File: config.mk
export PLATFORM = sky130hd
export DESIGN_NAME = smsf_mac
export DESIGN_NICKNAME = d
export VERILOG_FILES = /design/src/hw/rtl/smsf_pkg.sv /design/src/hw/rtl/smsf_mac.sv
export SDC_FILE = /design/constraint.sdc
export NUM_CORES = 1
export LEC_CHECK = 0
export BUFFER_PORTS_ARGS = -buffer_cell sky130_fd_sc_hd__buf_4
export CORE_MARGIN = 3
export CORE_UTILIZATION = 59
export CTS_CLUSTER_SIZE = 24
export DETAILED_ROUTE_END_ITERATION = 6
export PLACE_DENSITY = 0.92
export SLEW_MARGIN = 25
export SYNTH_ARGS = -nofsm -noshare
export SYNTH_HDL_FRONTEND = slang
export SYNTH_SLANG_ARGS = --single-unit
export TNS_END_PERCENT = 20
File: constraint.sdc
create_clock -name clock -period 7 [get_ports clock]
set_input_delay 1.4 -clock clock [delete_from_list [all_inputs] [get_ports clock]]
set_output_delay 1.4 -clock clock [all_outputs]
set_load 0.03 [all_outputs]
File: src/hw/rtl/smsf_pkg.sv
// ----------------------------------------------------------------------------
// smsf_pkg: shared types and constants of the stereo mixer
// Codes, control structs and fixed field widths used by the mixer and its
// sequencer and multiply-accumulate unit.
// ----------------------------------------------------------------------------
package smsf_pkg;

   // Gain format: unsigned Q2.14, limited to 2.0
   localparam int GAIN_W = 16;
   localparam int GAIN_EXT_W = GAIN_W + 1;
   localparam int GAIN_SHIFT = 14;
   localparam logic [GAIN_W-1:0] GAIN_MAX = 16'd32768;
   localparam logic [GAIN_W-1:0] GAIN_UNITY = 16'd16384;

   // Fixed field widths
   localparam int DROP_W = 32;
   localparam int SRC_FIELD_W = 2;
   localparam int NPROC_W = 2;

   // Register port
   localparam int CSR_ADDR_W = 4;
   localparam int CSR_DATA_W = 32;

   typedef enum logic [1:0] {
      REG_MIC_GAIN     = 2'd0,
      REG_PROC_GAIN    = 2'd1,
      REG_PROC_SOURCES = 2'd2
   } reg_index_type;

   typedef enum logic {
      CMD_PUSH = 1'b0,
      CMD_PULL = 1'b1
   } cmd_type;

   typedef enum logic [2:0] {
      ST_IDLE,
      ST_PUSH,
      ST_READ,
      ST_MUL_L,
      ST_MUL_R,
      ST_DRAIN,
      ST_DONE
   } state_type;

   // Sequencer to multiply-accumulate unit
   typedef struct packed {
      logic clear;
      logic mul_en;
      logic sel_right;
   } mac_ctrl_type;

   // Sequencer to output register
   typedef struct packed {
      logic              load;
      logic              is_pull;
      logic              dropped;
      logic              underrun;
      logic [DROP_W-1:0] total;
   } result_type;

endpackage

File: src/hw/rtl/smsf_mac.sv
// ----------------------------------------------------------------------------
// smsf_mac: shared multiply-accumulate unit of the mixer
// One sample by gain multiplier, registered, feeding a left and a right
// accumulator. Accumulators start at the rounding bias, so the final value
// only needs a shift and a clamp to full scale.
// ----------------------------------------------------------------------------
module smsf_mac #(
   parameter int SAMPLE_BITS = 24,
   parameter int SRC_W = 2
) (
   input  logic                              clock,
   input  logic                              reset,
   input  smsf_pkg::mac_ctrl_type            ctrl,
   input  logic signed [SAMPLE_BITS-1:0]     sample,
   input  logic [smsf_pkg::GAIN_W-1:0]       gain,
   output logic signed [SAMPLE_BITS-1:0]     mix_left,
   output logic signed [SAMPLE_BITS-1:0]     mix_right
);

   localparam int PROD_W = SAMPLE_BITS + smsf_pkg::GAIN_EXT_W;
   localparam int ACC_W = PROD_W + SRC_W;
   localparam int Q_W = ACC_W - smsf_pkg::GAIN_SHIFT;
   localparam logic [ACC_W-1:0] ROUND_BIAS = ACC_W'(2 ** (smsf_pkg::GAIN_SHIFT - 1));

   logic signed [PROD_W-1:0] prod_ff;
   logic signed [PROD_W-1:0] prod_in;
   logic                     add_ff;
   logic                     sel_ff;
   logic [ACC_W-1:0]         acc_l_ff;
   logic [ACC_W-1:0]         acc_r_ff;
   logic [ACC_W-1:0]         acc_l_in;
   logic [ACC_W-1:0]         acc_r_in;
   logic [ACC_W-1:0]         prod_ext;

   // Round down by the gain shift and clamp to the sample range
   function automatic logic [SAMPLE_BITS-1:0] clamp_sample(input logic [ACC_W-1:0] acc);
      logic [Q_W-1:0]             q;
      logic [Q_W-SAMPLE_BITS:0]   head;
      logic [SAMPLE_BITS-1:0]     res;
      q = acc[ACC_W-1:smsf_pkg::GAIN_SHIFT];
      head = q[Q_W-1:SAMPLE_BITS-1];
      if (head == '0 || head == '1) begin
         res = q[SAMPLE_BITS-1:0];
      end else if (q[Q_W-1]) begin
         res = {1'b1, {(SAMPLE_BITS-1){1'b0}}};
      end else begin
         res = {1'b0, {(SAMPLE_BITS-1){1'b1}}};
      end
      return res;
   endfunction

   // Multiply one sample by its gain
   assign prod_in = sample * $signed({1'b0, gain});
   assign prod_ext = {{SRC_W{prod_ff[PROD_W-1]}}, prod_ff};

   // Delay the add strobe and channel select by the multiplier register
   always_ff @(posedge clock) begin
      if (reset) begin
         add_ff <= 1'b0;
         sel_ff <= 1'b0;
      end else begin
         add_ff <= ctrl.mul_en;
         sel_ff <= ctrl.sel_right;
      end
   end

   always_ff @(posedge clock) begin
      if (ctrl.mul_en) begin
         prod_ff <= prod_in;
      end
   end

   // Preload the bias or add the product into the selected channel
   always_comb begin
      acc_l_in = acc_l_ff;
      acc_r_in = acc_r_ff;
      if (ctrl.clear) begin
         acc_l_in = ROUND_BIAS;
         acc_r_in = ROUND_BIAS;
      end else if (add_ff) begin
         if (sel_ff) begin
            acc_r_in = acc_r_ff + prod_ext;
         end else begin
            acc_l_in = acc_l_ff + prod_ext;
         end
      end
   end

   always_ff @(posedge clock) begin
      acc_l_ff <= acc_l_in;
      acc_r_ff <= acc_r_in;
   end

   assign mix_left = clamp_sample(acc_l_ff);
   assign mix_right = clamp_sample(acc_r_ff);

endmodule

Word-level counts from Yosys, hierarchy flattened. Index checks and enable logic that the tools add are counted.

Bits in registers: 129. Input bits: 45. Output and inout port bits: 48. Logic and storage cells: 21.

Add/subtract/negate cells: 2. Multiply operators: 1. Equality and inequality tests: 2. Muxes and demuxes: 4. Bitwise operators: 1. Reduce and logical (&&, ||, !) cells: 6.

Operators by type and width (number): two-way mux 24 bit (4); adder 43 bit (2); multiplier 24 x 17 -> 41 bit (1); equality test 6 bit (second input constant) (2); logical NOT 6 bit (2); AND reduction 2 bit (2); logical OR 1 bit (2); inverter 1 bit (1).

Longest topological paths before layout.
Depth in word-level cells: 3. Mapped depth: 25. Mapped depth without buffers: 24.

Worst setup path before layout. OpenSTA, ideal clock, no wires.

Path kind: input to register. Start: in gain[2] (netlist name). End: reg prod_ff[32] (data pin). Library setup time: 167 ps. Arrival: 6880 ps. Required time: 6833 ps. Path slack: -47 ps. Stages on the path: 22. Buffers on the path: 1. Cell sequence: clkbuf_1 > nand2_1 > fa_1 > fa_1 > fa_1 > inv_1 > fa_1 > fa_1 > inv_1 > fa_1 > inv_1 > ha_1 > a21oi_1 > nor2_1 > o211ai_1 > a21oi_1 > a2111oi_0 > o21a_1 > o21bai_1 > a21oi_1 > mux2_2 > a211oi_1.

Word-level cells in the longest chain between the ends: 1.

Ends and longest elaborated chain: start, declared (line smsf_mac.sv:15) `input logic [smsf_pkg::GAIN_W-1:0] gain,`; multiplier 24 x 17 -> 41 bit (line smsf_mac.sv:53) `assign prod_in = sample * $signed({1'b0, gain});`; net prod_in[32] (line smsf_mac.sv:26) `logic signed [PROD_W-1:0] prod_in;`; end signal, assigned (line smsf_mac.sv:69) `prod_ff <= prod_in;`; end, declared (line smsf_mac.sv:25) `logic signed [PROD_W-1:0] prod_ff;`.

The timed path passes the listed nets, and every way through them passes these cells. A chain may end at the register's enable or synchronous reset.

Worst setup path in the final report. Ends and elaborated chain as after synthesis.

==> summary.txt <==
Placed design
  • Gpl congestion: 0.995
  • Hpwl dp: a little over 50 mm
  • Port buffer count: between 90 and 100
  • # placed instances: roughly 3400

Synthesis
  • Warnings from Yosys: 0
  • Netlist cell types: 74
  • Synthesis-stage register bit count: roughly 130
  • Share of the synthesized area in the top cell type: 32.7%
  • Ys async rst share: 0%
  • EDFF count, synth: 41
  • Synth Net Count: 3326
  • Main area contributors after synthesis: fa_1 33%, ha_1 10%, inv_1 7.8%
  • Synthesized instance count: 2717
  • Mapped Avg Cell Area: between 8 and 9 um2
  • Synth area leader: fa_1
  • Post-synth top cells: 483 x inv_1, 425 x nand2_1, 379 x fa_1
  • Mapped Area: between 20000 and 25000 um2
  • Ys flop type: dfxtp_1
  • Sequential area share after synthesis: between 10% and 20%
  • Most frequent cell after synthesis: inv_1

Setup path
  • Crit path buffers/inverters: 5
  • Setup CP Type: in2reg
  • Crit-path cells: buf_4 -> buf_4 -> nand2_1 -> fa_1 -> fa_1 -> fa_1 -> inv_1 -> fa_1 -> fa_1 -> inv_1 -> fa_1 -> inv_1 -> ha_1 -> nor2b_1 -> o21ai_1 -> a21oi_2 -> a2111oi_2 -> o21a_1 -> o21bai_1 -> a21oi_2 -> mux2_4 -> a211oi_2
  • Crit path capture type: flip-flop
  • CP top delay family: adder cells
  • Slowest Stage Delay on Critical Path: roughly 560 ps
  • Type of origin of the critical path: input port
  • CP max-delay cell: fa_1
  • Worst path required time: 7250 ps
  • Cell mode on critical path: fa_1
  • CP Data Arrival Time: 7200 ps
  • Max Fanout on Critical Path: 9

Outcome
  • Outcome: completed

Layout
  • Share of layout cells above drive strength 1: 12.8%
  • Reg area: between 2000 and 3000 um2
  • Antenna fix cells: 0
  • Final Util: about 70%
  • Nets@finish: roughly 3500
  • Fill cells: 2714
  • Synth-to-layout area growth: 13.7%
  • Post-Layout Cell Count: about 3400
  • Multi-input gate area: roughly 18000 um2

Detailed routing
  • WL/cell: ~19 um
  • DR pass1 iterations: 7
  • Detail Route Antenna Nets: 0
  • DR vias/cell: between 5 and 6
  • DR iter-0 viols: 1673
  • DRC: 0
  • Vias: 20200
  • Drt total wl: ~65 mm

STA
  • Worst-margin pin slew: approximately 900 ps
  • Max Clock Freq: between 100 and 150 MHz
  • Final setup vio count: 0
  • Clock Skew: roughly 9.0 ps
  • Minimum clock period after layout: around 6900 ps
  • WHS: roughly 460 ps
  • Slew Limit Headroom: between 30% and 40%
  • Unrepaired setup endpoints after global routing: yes
  • TNS Setup: 0 ps
  • Fin crit share: about 100%
  • Pins over their slew limit: 0
  • Hold Violations, Final: 0

Worst hold path
  • Hold/Removal Path Class: reg2reg

Floorplan
  • Num ports: just over 90
  • Starting Density: 60.7%
  • Die X: between 200 and 250 um
  • Die area: 41700 um2
  • Core area: between 30000 and 40000 um2
  • Core Rows: 71
  • Die H: 204 um

Clock network
  • CTS sink cnt: between 100 and 150
  • Worst-Skew Late Latency: roughly 430 ps
  • CTS tree: done
  • Clk slew on worst S/H paths: approximately 60 ps
  • TritonCTS buffer count: 17
  • Max Buffers Root-to-Sink: 2
  • H-tree depth: 4
  • Hold_buf cts: 0
  • Root Buffer: clkbuf_16

Global routing
  • First-pass GRT wire length: 103 mm
  • Largest net degree at the start of global routing: 84
  • GRT overflow: 0
  • Antenna violations before repair: 0
  • Vias in the first global route: 20900
  • GRT Util Overall: 30.2%

Run
  • Maxcap violations: 0
## worst reg2reg max path: stages (launching register included)
cell      delay [ps]
edfxtp_1         380
ha_1             210
inv_1             60
fa_1             370
nand2b_1         200
a21oi_2          240
o41ai_4          140
o311ai_4         390
a21o_2           250
a21o_1           210
a21oi_2           90
a311o_1          310
mux2i_1          170
mux2_1           330
## registers in the layout, indices dropped and copies added (netlist names)
register and count:
add_ff 1, prod_ff 41, acc_r_ff 43, sel_ff 1
acc_l_ff 43
## cells in the final DEF (no fill, tap or decap), drive strengths merged, types with 5 or more instances in the layout
cell,n
a31oi,22
dfxtp,88
o21ai,70
o31ai,7
a211oi,18
xnor2,81
nand2,425
and2,169
o211ai,15
a21boi,6
inv,487
nand2b,17
fa,379
o21a,23
o2111ai,6
buf,270
nand4,14
nand3,38
edfxtp,41
nor2b,14
or2,5
and3,10
a21o,108
nor2,78
or3,9
nor3,16
ha,185
xor2,24
a21oi,184
clkbuf,22
o21bai,16
## cells by family after synthesis
| family | share of synthesized area, % |
|---|---|
| simple gates | 16.3 |
| buf+inv | 9.75 |
| fa+ha+maj | 42.7 |
| compound gates | 14.2 |
| flops | 12.9 |
| xor+xnor | 3.97 |
| mux | 0.140 |
## per-stage QoR
| step | instance area, um2 | setup slack, ps |
|---|---|---|
| after floorplan | 23200 | 1.77 |
| after global placement | 25400 | -304 |
| after detailed placement | 25400 | -619 |
| after CTS | 26000 | 10.3 |
| after global routing | 26400 | -192 |
| final | 26400 | 53.3 |
## metal layers
metal | wire length (um) | GRT usage (%) | vias to the layer above | share of wire, %
met4 | 2410 | 10.5 | 0 | 3.7
met2 | 31300 | 51.3 | 1151 | 48
met3 | 5600 | 4.24 | 238 | 8.7
met5 | 0 | 0 | - | 0
li1 | - | - | 8985 | -
met1 | 25200 | 40.0 | 9802 | 39
## repair_timing
item / CTS / global route
setup endpoints to repair: 4 / 11
gates cloned: 0 / 0
buffers inserted: 0 / 6
pin swaps: 2 / 38
resized for setup: 3 / 73
## worst paths after layout
check | end | slack, ps | from | cells past startpoint
setup / recovery | prod_ff[32] | 50 | gain[2] | 22
hold / removal | acc_l_ff[6] | 460 | acc_l_ff[6] | 2
setup reg to reg | acc_r_ff[42] | 3540 | prod_ff[0] | 13
hold reg to reg | acc_l_ff[6] | 460 | acc_l_ff[6] | 2
## area by class of cell
class,count,area share [%]
Clock buffer,22,1.88
Clock inverter,10,0.451
Inverter,484,6.89
Multi-Input combinational cell,1992,68.9
Sequential cell,129,11.4
Tap cell,511,2.43
Timing Repair Buffer,270,8.11
Power is left out: the tool's default activity adds up to more than one toggle a clock period on the data nets, which glitch-free logic cannot reach.
