### src/hw/rtl/smsf_pkg.sv
// ----------------------------------------------------------------------------
// smsf_pkg: shared types and constants of the stereo mixer
// Codes, control structs and fixed field widths used by the mixer and its
// sequencer and multiply-accumulate unit.
// ----------------------------------------------------------------------------
package smsf_pkg;

   // Gain format: unsigned Q2.14, limited to 2.0
   localparam int GAIN_W = 16;
   localparam int GAIN_EXT_W = GAIN_W + 1;
   localparam int GAIN_SHIFT = 14;
   localparam logic [GAIN_W-1:0] GAIN_MAX = 16'd32768;
   localparam logic [GAIN_W-1:0] GAIN_UNITY = 16'd16384;

   // Fixed field widths
   localparam int DROP_W = 32;
   localparam int SRC_FIELD_W = 2;
   localparam int NPROC_W = 2;

   // Register port
   localparam int CSR_ADDR_W = 4;
   localparam int CSR_DATA_W = 32;

   typedef enum logic [1:0] {
      REG_MIC_GAIN     = 2'd0,
      REG_PROC_GAIN    = 2'd1,
      REG_PROC_SOURCES = 2'd2
   } reg_index_type;

   typedef enum logic {
      CMD_PUSH = 1'b0,
      CMD_PULL = 1'b1
   } cmd_type;

   typedef enum logic [2:0] {
      ST_IDLE,
      ST_PUSH,
      ST_READ,
      ST_MUL_L,
      ST_MUL_R,
      ST_DRAIN,
      ST_DONE
   } state_type;

   // Sequencer to multiply-accumulate unit
   typedef struct packed {
      logic clear;
      logic mul_en;
      logic sel_right;
   } mac_ctrl_type;

   // Sequencer to output register
   typedef struct packed {
      logic              load;
      logic              is_pull;
      logic              dropped;
      logic              underrun;
      logic [DROP_W-1:0] total;
   } result_type;

endpackage

### src/hw/rtl/smsf_seq.sv
// ----------------------------------------------------------------------------
// smsf_seq: command sequencer and FIFO bookkeeping
// Keeps read and write indices, fill levels and drop counters per source,
// runs a push in one step and walks a pull source by source through the
// frame store and the shared multiply-accumulate unit.
// ----------------------------------------------------------------------------
module smsf_seq #(
   parameter int FIFO_DEPTH = 1024,
   parameter int NUM_SOURCES = 4,
   parameter int SAMPLE_BITS = 24,
   localparam int SRC_W = (NUM_SOURCES > 1) ? $clog2(NUM_SOURCES) : 1,
   localparam int IDX_W = $clog2(FIFO_DEPTH)
) (
   input  logic                                  clock,
   input  logic                                  reset,
   input  logic                                  req_valid,
   output logic                                  in_ready,
   input  logic                                  req_cmd,
   input  logic [smsf_pkg::SRC_FIELD_W-1:0]      req_source,
   input  logic signed [SAMPLE_BITS-1:0]         req_in_left,
   input  logic signed [SAMPLE_BITS-1:0]         req_in_right,
   input  logic [SRC_W-1:0]                      nproc,
   input  logic [smsf_pkg::GAIN_W-1:0]           mic_gain,
   input  logic [smsf_pkg::GAIN_W-1:0]           proc_gain,
   input  logic                                  out_free,
   output logic                                  mem_we,
   output logic [SRC_W+IDX_W-1:0]                mem_waddr,
   output logic [2*SAMPLE_BITS-1:0]              mem_wdata,
   output logic                                  mem_re,
   output logic [SRC_W+IDX_W-1:0]                mem_raddr,
   input  logic [2*SAMPLE_BITS-1:0]              mem_rdata,
   output smsf_pkg::mac_ctrl_type                mac_ctrl,
   output logic signed [SAMPLE_BITS-1:0]         mac_sample,
   output logic [smsf_pkg::GAIN_W-1:0]           mac_gain,
   output smsf_pkg::result_type                  result
);

   localparam int FILL_W = $clog2(FIFO_DEPTH + 1);
   localparam logic [IDX_W-1:0] IDX_LAST = IDX_W'(FIFO_DEPTH - 1);
   localparam logic [FILL_W-1:0] FILL_FULL = FILL_W'(FIFO_DEPTH);

   smsf_pkg::state_type state_ff;
   smsf_pkg::state_type state_in;

   logic                           accept;
   logic                           cmd_ff;
   logic                           push_ok_ff;
   logic [SRC_W-1:0]               src_ff;
   logic [SAMPLE_BITS-1:0]         left_ff;
   logic [SAMPLE_BITS-1:0]         right_ff;
   logic                           have_ff;
   logic                           under_ff;
   logic                           dropped_ff;
   logic [smsf_pkg::DROP_W-1:0]    total_ff;
   logic [IDX_W-1:0]               rd_idx_ff [NUM_SOURCES];
   logic [IDX_W-1:0]               wr_idx_ff [NUM_SOURCES];
   logic [FILL_W-1:0]              fill_ff [NUM_SOURCES];
   logic [smsf_pkg::DROP_W-1:0]    drop_ff [NUM_SOURCES];
   logic                           cur_empty;
   logic                           cur_full;
   logic [smsf_pkg::DROP_W-1:0]    drop_next;

   function automatic logic [IDX_W-1:0] next_idx(input logic [IDX_W-1:0] idx);
      return (idx == IDX_LAST) ? '0 : idx + 1'b1;
   endfunction

   assign accept = req_valid && in_ready;
   assign cur_empty = (fill_ff[src_ff] == '0);
   assign cur_full = (fill_ff[src_ff] == FILL_FULL);
   assign drop_next = (drop_ff[src_ff] == '1) ? drop_ff[src_ff] : drop_ff[src_ff] + 1'b1;

   // Next state
   always_comb begin
      state_in = state_ff;
      unique case (state_ff)
         smsf_pkg::ST_IDLE: begin
            if (accept) begin
               state_in = (req_cmd == smsf_pkg::CMD_PULL) ? smsf_pkg::ST_READ
                                                          : smsf_pkg::ST_PUSH;
            end
         end
         smsf_pkg::ST_PUSH:  state_in = smsf_pkg::ST_DONE;
         smsf_pkg::ST_READ:  state_in = smsf_pkg::ST_MUL_L;
         smsf_pkg::ST_MUL_L: state_in = smsf_pkg::ST_MUL_R;
         smsf_pkg::ST_MUL_R: begin
            state_in = (src_ff == nproc) ? smsf_pkg::ST_DRAIN : smsf_pkg::ST_READ;
         end
         smsf_pkg::ST_DRAIN: state_in = smsf_pkg::ST_DONE;
         smsf_pkg::ST_DONE: begin
            if (out_free) begin
               state_in = smsf_pkg::ST_IDLE;
            end
         end
         default: state_in = smsf_pkg::ST_IDLE;
      endcase
   end

   always_ff @(posedge clock) begin
      if (reset) begin
         state_ff <= smsf_pkg::ST_IDLE;
      end else begin
         state_ff <= state_in;
      end
   end

   // Outputs of the sequencer
   always_comb begin
      in_ready = 1'b0;
      mem_we = 1'b0;
      mem_re = 1'b0;
      mac_ctrl = '0;
      result.load = 1'b0;
      result.is_pull = (cmd_ff == smsf_pkg::CMD_PULL);
      result.dropped = dropped_ff;
      result.underrun = under_ff;
      result.total = total_ff;
      unique case (state_ff)
         smsf_pkg::ST_IDLE: begin
            in_ready = 1'b1;
            mac_ctrl.clear = 1'b1;
         end
         smsf_pkg::ST_PUSH:  mem_we = push_ok_ff && !cur_full;
         smsf_pkg::ST_READ:  mem_re = !cur_empty;
         smsf_pkg::ST_MUL_L: mac_ctrl.mul_en = 1'b1;
         smsf_pkg::ST_MUL_R: begin
            mac_ctrl.mul_en = 1'b1;
            mac_ctrl.sel_right = 1'b1;
         end
         smsf_pkg::ST_DRAIN: begin
         end
         smsf_pkg::ST_DONE:  result.load = out_free;
         default: begin
         end
      endcase
   end

   assign mem_waddr = {src_ff, wr_idx_ff[src_ff]};
   assign mem_raddr = {src_ff, rd_idx_ff[src_ff]};
   assign mem_wdata = {left_ff, right_ff};

   // Feed the multiplier; an empty source gives silence
   always_comb begin
      mac_sample = '0;
      if (have_ff) begin
         mac_sample = (state_ff == smsf_pkg::ST_MUL_R) ? mem_rdata[SAMPLE_BITS-1:0]
                                                        : mem_rdata[2*SAMPLE_BITS-1:SAMPLE_BITS];
      end
   end

   assign mac_gain = (src_ff == '0) ? mic_gain : proc_gain;

   // Latch the beat and step through the sources
   always_ff @(posedge clock) begin
      if (reset) begin
         cmd_ff <= smsf_pkg::CMD_PUSH;
         push_ok_ff <= 1'b0;
         src_ff <= '0;
         left_ff <= '0;
         right_ff <= '0;
         have_ff <= 1'b0;
         under_ff <= 1'b0;
         dropped_ff <= 1'b0;
         total_ff <= '0;
      end else begin
         if (accept) begin
            cmd_ff <= req_cmd;
            push_ok_ff <= (32'(req_source) < NUM_SOURCES);
            src_ff <= (req_cmd == smsf_pkg::CMD_PULL) ? '0 : SRC_W'(req_source);
            left_ff <= req_in_left;
            right_ff <= req_in_right;
            under_ff <= 1'b0;
            dropped_ff <= 1'b0;
            total_ff <= '0;
         end
         if (state_ff == smsf_pkg::ST_READ) begin
            have_ff <= !cur_empty;
            if (cur_empty) begin
               under_ff <= 1'b1;
            end
         end
         if (state_ff == smsf_pkg::ST_MUL_R && src_ff != nproc) begin
            src_ff <= src_ff + 1'b1;
         end
         if (state_ff == smsf_pkg::ST_PUSH && push_ok_ff) begin
            if (cur_full) begin
               dropped_ff <= 1'b1;
               total_ff <= drop_next;
            end else begin
               total_ff <= drop_ff[src_ff];
            end
         end
      end
   end

   // Per-source FIFO indices, fill levels and drop counters
   always_ff @(posedge clock) begin
      if (reset) begin
         for (int i = 0; i < NUM_SOURCES; i++) begin
            rd_idx_ff[i] <= '0;
            wr_idx_ff[i] <= '0;
            fill_ff[i] <= '0;
            drop_ff[i] <= '0;
         end
      end else begin
         if (mem_re) begin
            rd_idx_ff[src_ff] <= next_idx(rd_idx_ff[src_ff]);
            fill_ff[src_ff] <= fill_ff[src_ff] - 1'b1;
         end
         if (mem_we) begin
            wr_idx_ff[src_ff] <= next_idx(wr_idx_ff[src_ff]);
            fill_ff[src_ff] <= fill_ff[src_ff] + 1'b1;
         end
         if (state_ff == smsf_pkg::ST_PUSH && push_ok_ff && cur_full) begin
            drop_ff[src_ff] <= drop_next;
         end
      end
   end

   // An accepted beat always starts work
   a_accept_starts: assert property (@(posedge clock) disable iff (reset)
      accept |=> state_ff != smsf_pkg::ST_IDLE)
      else $error("accepted beat left the sequencer idle");

   // A finished result holds while the output register is occupied
   a_done_holds: assert property (@(posedge clock) disable iff (reset)
      (state_ff == smsf_pkg::ST_DONE && !out_free) |=>
         (state_ff == smsf_pkg::ST_DONE && $stable(total_ff) && $stable(under_ff)))
      else $error("result changed while waiting for the output register");

   // A frame fetch is followed by its left multiply with valid data
   a_read_then_mul: assert property (@(posedge clock) disable iff (reset)
      mem_re |=> (state_ff == smsf_pkg::ST_MUL_L && have_ff))
      else $error("fetched frame not multiplied");

   // A push result never reports underrun, a pull result never a drop
   a_flag_kind: assert property (@(posedge clock) disable iff (reset)
      result.load |-> (result.is_pull ? !result.dropped : !result.underrun))
      else $error("status flag on the wrong command");

endmodule

### config.mk
export PLATFORM = sky130hd
export DESIGN_NAME = smsf_seq
export DESIGN_NICKNAME = d
export VERILOG_FILES = /design/src/hw/rtl/smsf_pkg.sv /design/src/hw/rtl/smsf_seq.sv
export SDC_FILE = /design/constraint.sdc
export NUM_CORES = 1
export LEC_CHECK = 0
export ABC_AREA = 0
export BUFFER_PORTS_ARGS = -buffer_cell sky130_fd_sc_hd__buf_2
export CAP_MARGIN = 0
export CORE_MARGIN = 2
export CORE_UTILIZATION = 50
export DETAILED_ROUTE_END_ITERATION = 16
export PLACE_DENSITY = 0.75
export SLEW_MARGIN = 25
export SYNTH_ARGS = -nofsm -noshare
export SYNTH_HDL_FRONTEND = slang
export SYNTH_SLANG_ARGS = --single-unit
### constraint.sdc
create_clock -name clock -period 5.3 [get_ports clock]
set_input_delay 0.53 -clock clock [delete_from_list [all_inputs] [get_ports clock]]
set_output_delay 0.53 -clock clock [all_outputs]
set_load 0.01 [all_outputs]
# Word-level counts from Yosys, hierarchy flattened
# Memory sizes are Yosys's and may differ from the RTL's. A register that Yosys moved wholly into a read port is not among the register bits.
# Index checks and enable logic that the tools add are counted.
dict set report classes {
  add_sub_neg 6
  mul 0
  div_mod_pow 0
  magnitude_cmp 0
  eq_ne 14
  shifts 0
  mux 61
  bitwise 1
  n_reduce_logical 19
}
# cell count
set ops {}
lappend ops {{32-bit two-way mux} 5}
lappend ops {{24-bit two-way mux} 2}
lappend ops {{10-bit two-way mux} 4}
lappend ops {{32-bit by 1-bit adder with 32-bit output (second input constant)} 1}
lappend ops {{32-bit equality test (second input constant)} 1}
lappend ops {{2-bit two-way mux} 16}
lappend ops {{32-bit OR reduction} 1}
lappend ops {{1-bit two-way mux} 27}
lappend ops {{11-bit two-way mux} 2}
lappend ops {{10-bit by 1-bit adder with 10-bit output (second input constant)} 2}
lappend ops {{10-bit equality test (second input constant)} 2}
lappend ops {{10-bit OR reduction} 2}
lappend ops {{3-bit case mux with 6 select lines} 1}
lappend ops {{16-bit two-way mux} 1}
lappend ops {{11-bit by 1-bit adder with 11-bit output (second input constant)} 1}
lappend ops {{11-bit equality test (second input constant)} 1}
lappend ops {{11-bit logical NOT} 1}
lappend ops {{11-bit OR reduction} 1}
lappend ops {{11-bit by 1-bit subtractor with 11-bit output (second input constant)} 1}
lappend ops {{3-bit equality test (second input constant)} 3}
lappend ops {{3-bit two-way mux} 3}
lappend ops {{3-bit by 2-bit equality test with 1-bit output (second input constant)} 2}
lappend ops {{1-bit logical AND} 5}
lappend ops {{2-bit != test (second input constant)} 2}
lappend ops {{11 further kinds} 14}
dict set report totals {
  ff_bits 90
  latchBits 0
  ramBits 252
  mem_bits_ro 0
  out_inout_bits 154
  elab_cells 115
  n_memories 4
}
# name words word_bits read_ports rd_ports_with_merged_regs write_ports line
set memory_table {}
lappend memory_table {drop_ff 4 32 1 1 4 smsf_seq.sv:58} ;# logic [smsf_pkg::DROP_W-1:0] drop_ff [NUM_SOURCES];
lappend memory_table {fill_ff 4 11 1 1 4 smsf_seq.sv:57} ;# logic [FILL_W-1:0] fill_ff [NUM_SOURCES];
lappend memory_table {rd_idx_ff 4 10 1 1 4 smsf_seq.sv:55} ;# logic [IDX_W-1:0] rd_idx_ff [NUM_SOURCES];
lappend memory_table {wr_idx_ff 4 10 1 1 4 smsf_seq.sv:56} ;# logic [IDX_W-1:0] wr_idx_ff [NUM_SOURCES];

# Longest topological paths before layout
dict set report logic_depth {
  word_depth 10
  ltp_mapped 16
  ltp_nobuf 13
}

# Least setup slack after synthesis
# OpenSTA, ideal clock, no wires.
dict set report synth_path {
  kind {reg-to-reg}
  startpoint {register with a tool-made name}
  endpoint {memory drop_ff[2][0] (netlist bit) (enable)}
  setup_time_ns 0.428
  arrival_time_ns 3.604
  t_required_ns 4.872
  slack_ns 1.268
  stages_incl_launch_ff 9
  path_buffers 3
  synth_period_minus_slack_ns 4.032
  cell_sequence {dfxtp_1 -> buf_6 -> buf_12 -> mux4_1 -> nor4_2 -> and4_1 -> buf_4 -> nand2_1 -> o21bai_1}
}
# element line
set synth_rtl {}
lappend synth_rtl {{to (decl)} smsf_seq.sv:58}

==> metrics.cfg <==
[status]
outcome = complete, no violations

[synth]
synth_edf_count = 252
synth_top_family_by_area = simple AND/OR/NAND/NOR gates
synthAdderAreaFrac_pct = 1.18
synth_area_per_cell_um2 = 11.4
async_reset_ff_share_pct = 0
syn-cell-area_um2 = 16500
yosys_register_bits = 344
synth_compound_area_share_pct = 6.30
synthMuxAreaShare_pct = 10.5
synthesis.nets = 1609
ys.flop_type = edfxtp_1
synth-xor-area-share_pct = 4.58
netlist_instances = 1457
synth_cell_types = 71
yosys.area_share.simple_pct = 17.0
yosys_warnings = 0
seq_area_frac_synth_pct = 56.9

[die]
io_pins = 291
num_rows = 66
die_x_um = 186
start_util_pct = 50.9
core_area_um2 = 32500
die_area_um2 = 34600
die_y_um = 186

[clocking]
cts_tree = built
htreeDepth = 2
cts-hold-fix-buffers = 0
cts-root-buf = clkbuf_16
insertion_delay_ps = 520
postCtsSetupRepairBufs = 0
ctsResizeCount = 0
clockBufferDepth = 3
cts_made_buffers = 37
cts_sinks = 344
path_clk_slew_ps = 60

[placement]
place.gp.congestion = 0.899
io_buffers = 290
dpl-instance-area_um2 = 18300
dp_slack_ps = 709
place_hpwl_um = 28900

[sta]
whs_ps = 251
rsz0062_at_grt = false
setup_ws_ps = 677
final-hold-violation-count = 0
tightest_slew_ps = 1100
fin_setup_tns_ps = 0
fmax_mhz = 216
post-route-period-util_pct = 87.2
relSlewSlack_pct = 25.7
fin_crit_ps = 4620
setup_viol = 0
fin_worst_skew_ps = 12.0
slew_viol_final = 0

[setup_path]
cp-start-kind = register
path_class = reg -> reg
end_kind = register
critPathRequiredTime_ps = 5560
r2r_end = fill_ff[1][10]$_SDFFCE_PN0P_
crit_end = fill_ff[1][10]$_SDFFCE_PN0P_
path_max_fanout = 22
worstPathArrival_ps = 4880
rr_worst_depth = 13
r2r_slack_ps = 680

[pwr]
p_leak_nw = 7.67
max-vdd-ir-drop_v = 0.000250
total_power_w = 0.00667
power_density_nw_per_um2 = 342

[grt]
globalRouteOverflowTotal = 0
grt_pass1_wl_um = 64600
grt_antenna_before_repair = 3
first_global_vias = 11800
grt_usage_pct = 24.2
grt_max_degree = 82

[cells_and_area]
num-fill-cells = 2685
final_cell_area_um2 = 19500
finalNetCount = 1879
area_growth_pct = 17.8
layout-drive-gt1-share_pct = 26.1

[drt]
drc = 0
drt_iter0_markers = 1002
ant_nets = 0
wl_per_cell_um = 19.1
drt-total-wl_um = 42000
dr.pass1.iters = 7
viasPerCell = 5.54
via_count = 12200

[run]
drv_cap = 0

[min_path]
min_path_type = in -> reg

## routing by layer
metal	vias up	wire length [µm]	global-route usage, %
met1	5910	17000	31.9
met4	2	1160	8.22
met2	532	20700	40.8
met3	69	3120	4.17
li1	5683	-	-
met5	-	13	0
## cell type report
cell class	instances	area [µm²]	area share, %
Antenna cell	2	5.00	0.0257
Clock buffer	55	1090	5.57
Clock inverter	13	70.1	0.359
Inverter	37	139	0.712
Multi-Input combinational cell	991	6580	33.8
Sequential cell	344	9410	48.3
Tap cell	442	553	2.84
Timing Repair Buffer	316	1650	8.45
## state kept, by name (all words and copies together) (netlist names), named ones only
| signal | cells |
|---|---|
| fill_ff | 44 |
| cmd_ff | 1 |
| drop_ff | 128 |
| left_ff | 24 |
| dropped_ff | 1 |
| src_ff | 2 |
| right_ff | 24 |
| total_ff | 32 |
| under_ff | 1 |
| rd_idx_ff | 40 |
| have_ff | 1 |
| push_ok_ff | 1 |
| wr_idx_ff | 40 |
| state_ff | 3 |
## worst min path at each step
stage                                    from  cells after the start                   endpoint
finish                        req_in_right[7]                      3   right_ff[7]$_SDFFE_PP0P_
global route                  req_in_right[8]                      3   right_ff[8]$_SDFFE_PP0P_
CTS                            req_in_left[8]                      3    left_ff[8]$_SDFFE_PP0P_
detailed placement   total_ff[5]$_SDFFE_PP0P_                      2   total_ff[5]$_SDFFE_PP0P_
global placement    total_ff[19]$_SDFFE_PP0P_                      2  total_ff[19]$_SDFFE_PP0P_
floorplan                 cmd_ff$_SDFFE_PP0P_                      2        cmd_ff$_SDFFE_PP0P_
## cells in the mapped netlist (all sizes together) (12+ instances only)
master	count	share of area (%)
nand3	25	0.76
a21boi	24	1.1
nand2	231	5.2
xor2	42	2.3
nand4	12	0.53
mux4	63	9.2
a21oi	62	1.9
nor2	281	6.4
nor3	25	0.92
xnor2	42	2.3
o21ai	35	1.1
buf	36	1.6
ha	14	1.1
inv	36	0.82
mux2	18	1.2
dfxtp	92	11
nand2b	28	1.1
edfxtp	252	46
clkbuf	49	1.1
## where the power goes
part / switching [W] / internal (W) / leakage (nW)
Clock: 0.00103 / 0.00142 / 0.568
Combinational: 0.000691 / 0.000431 / 3.75
Sequential: 0.0000697 / 0.00302 / 3.35
## cell families (layout without fill, tap and decap cells)
kind of cell,after synthesis,after routing
flip-flops,344,344
other,0,2
AND/OR/NAND/NOR,647,647
buffers and inverters,122,421
XOR/XNOR,84,84
AO/OA/AOI/OAI,162,162
adder cells (fa/ha/maj),15,15
multiplexers,83,83
## per-stage QoR
stage               utilization [%]  instances
finish                         59.9       2200
global route                   59.9       2200
CTS                            59.9       2198
detailed placement             56.3       2130
global placement               56.3       2130
floorplan                         -       1457
## cell usage in the layout, fill, tap and decap left out, types with 11 or more instances in the layout
master     instances
a21boi_0          24
a21oi_1           62
buf_2            290
buf_4             26
clkbuf_1          11
clkbuf_16         39
dfxtp_1           90
edfxtp_1         252
ha_1              14
inv_1             36
mux2_2            18
mux4_1            27
mux4_2            36
nand2_1          231
nand2b_1          28
nand3_1           24
nor2_1           281
nor3_1            20
o21ai_0           27
xnor2_1           41
xor2_1            40
## worst max-delay path, cell delays in order, from the launching register on
cell and delay (ps):
dfxtp_4 430, buf_4 400, mux4_2 620, and4_1 190, nor2_1 420, inv_1 400
fa_1 520, a21o_1 200, a21o_1 200, a21oi_1 220, o21ai_0 130, a41oi_1 260
xor2_1 290, nor2_1 70
Note: power is estimated with default switching activity, not from simulation.
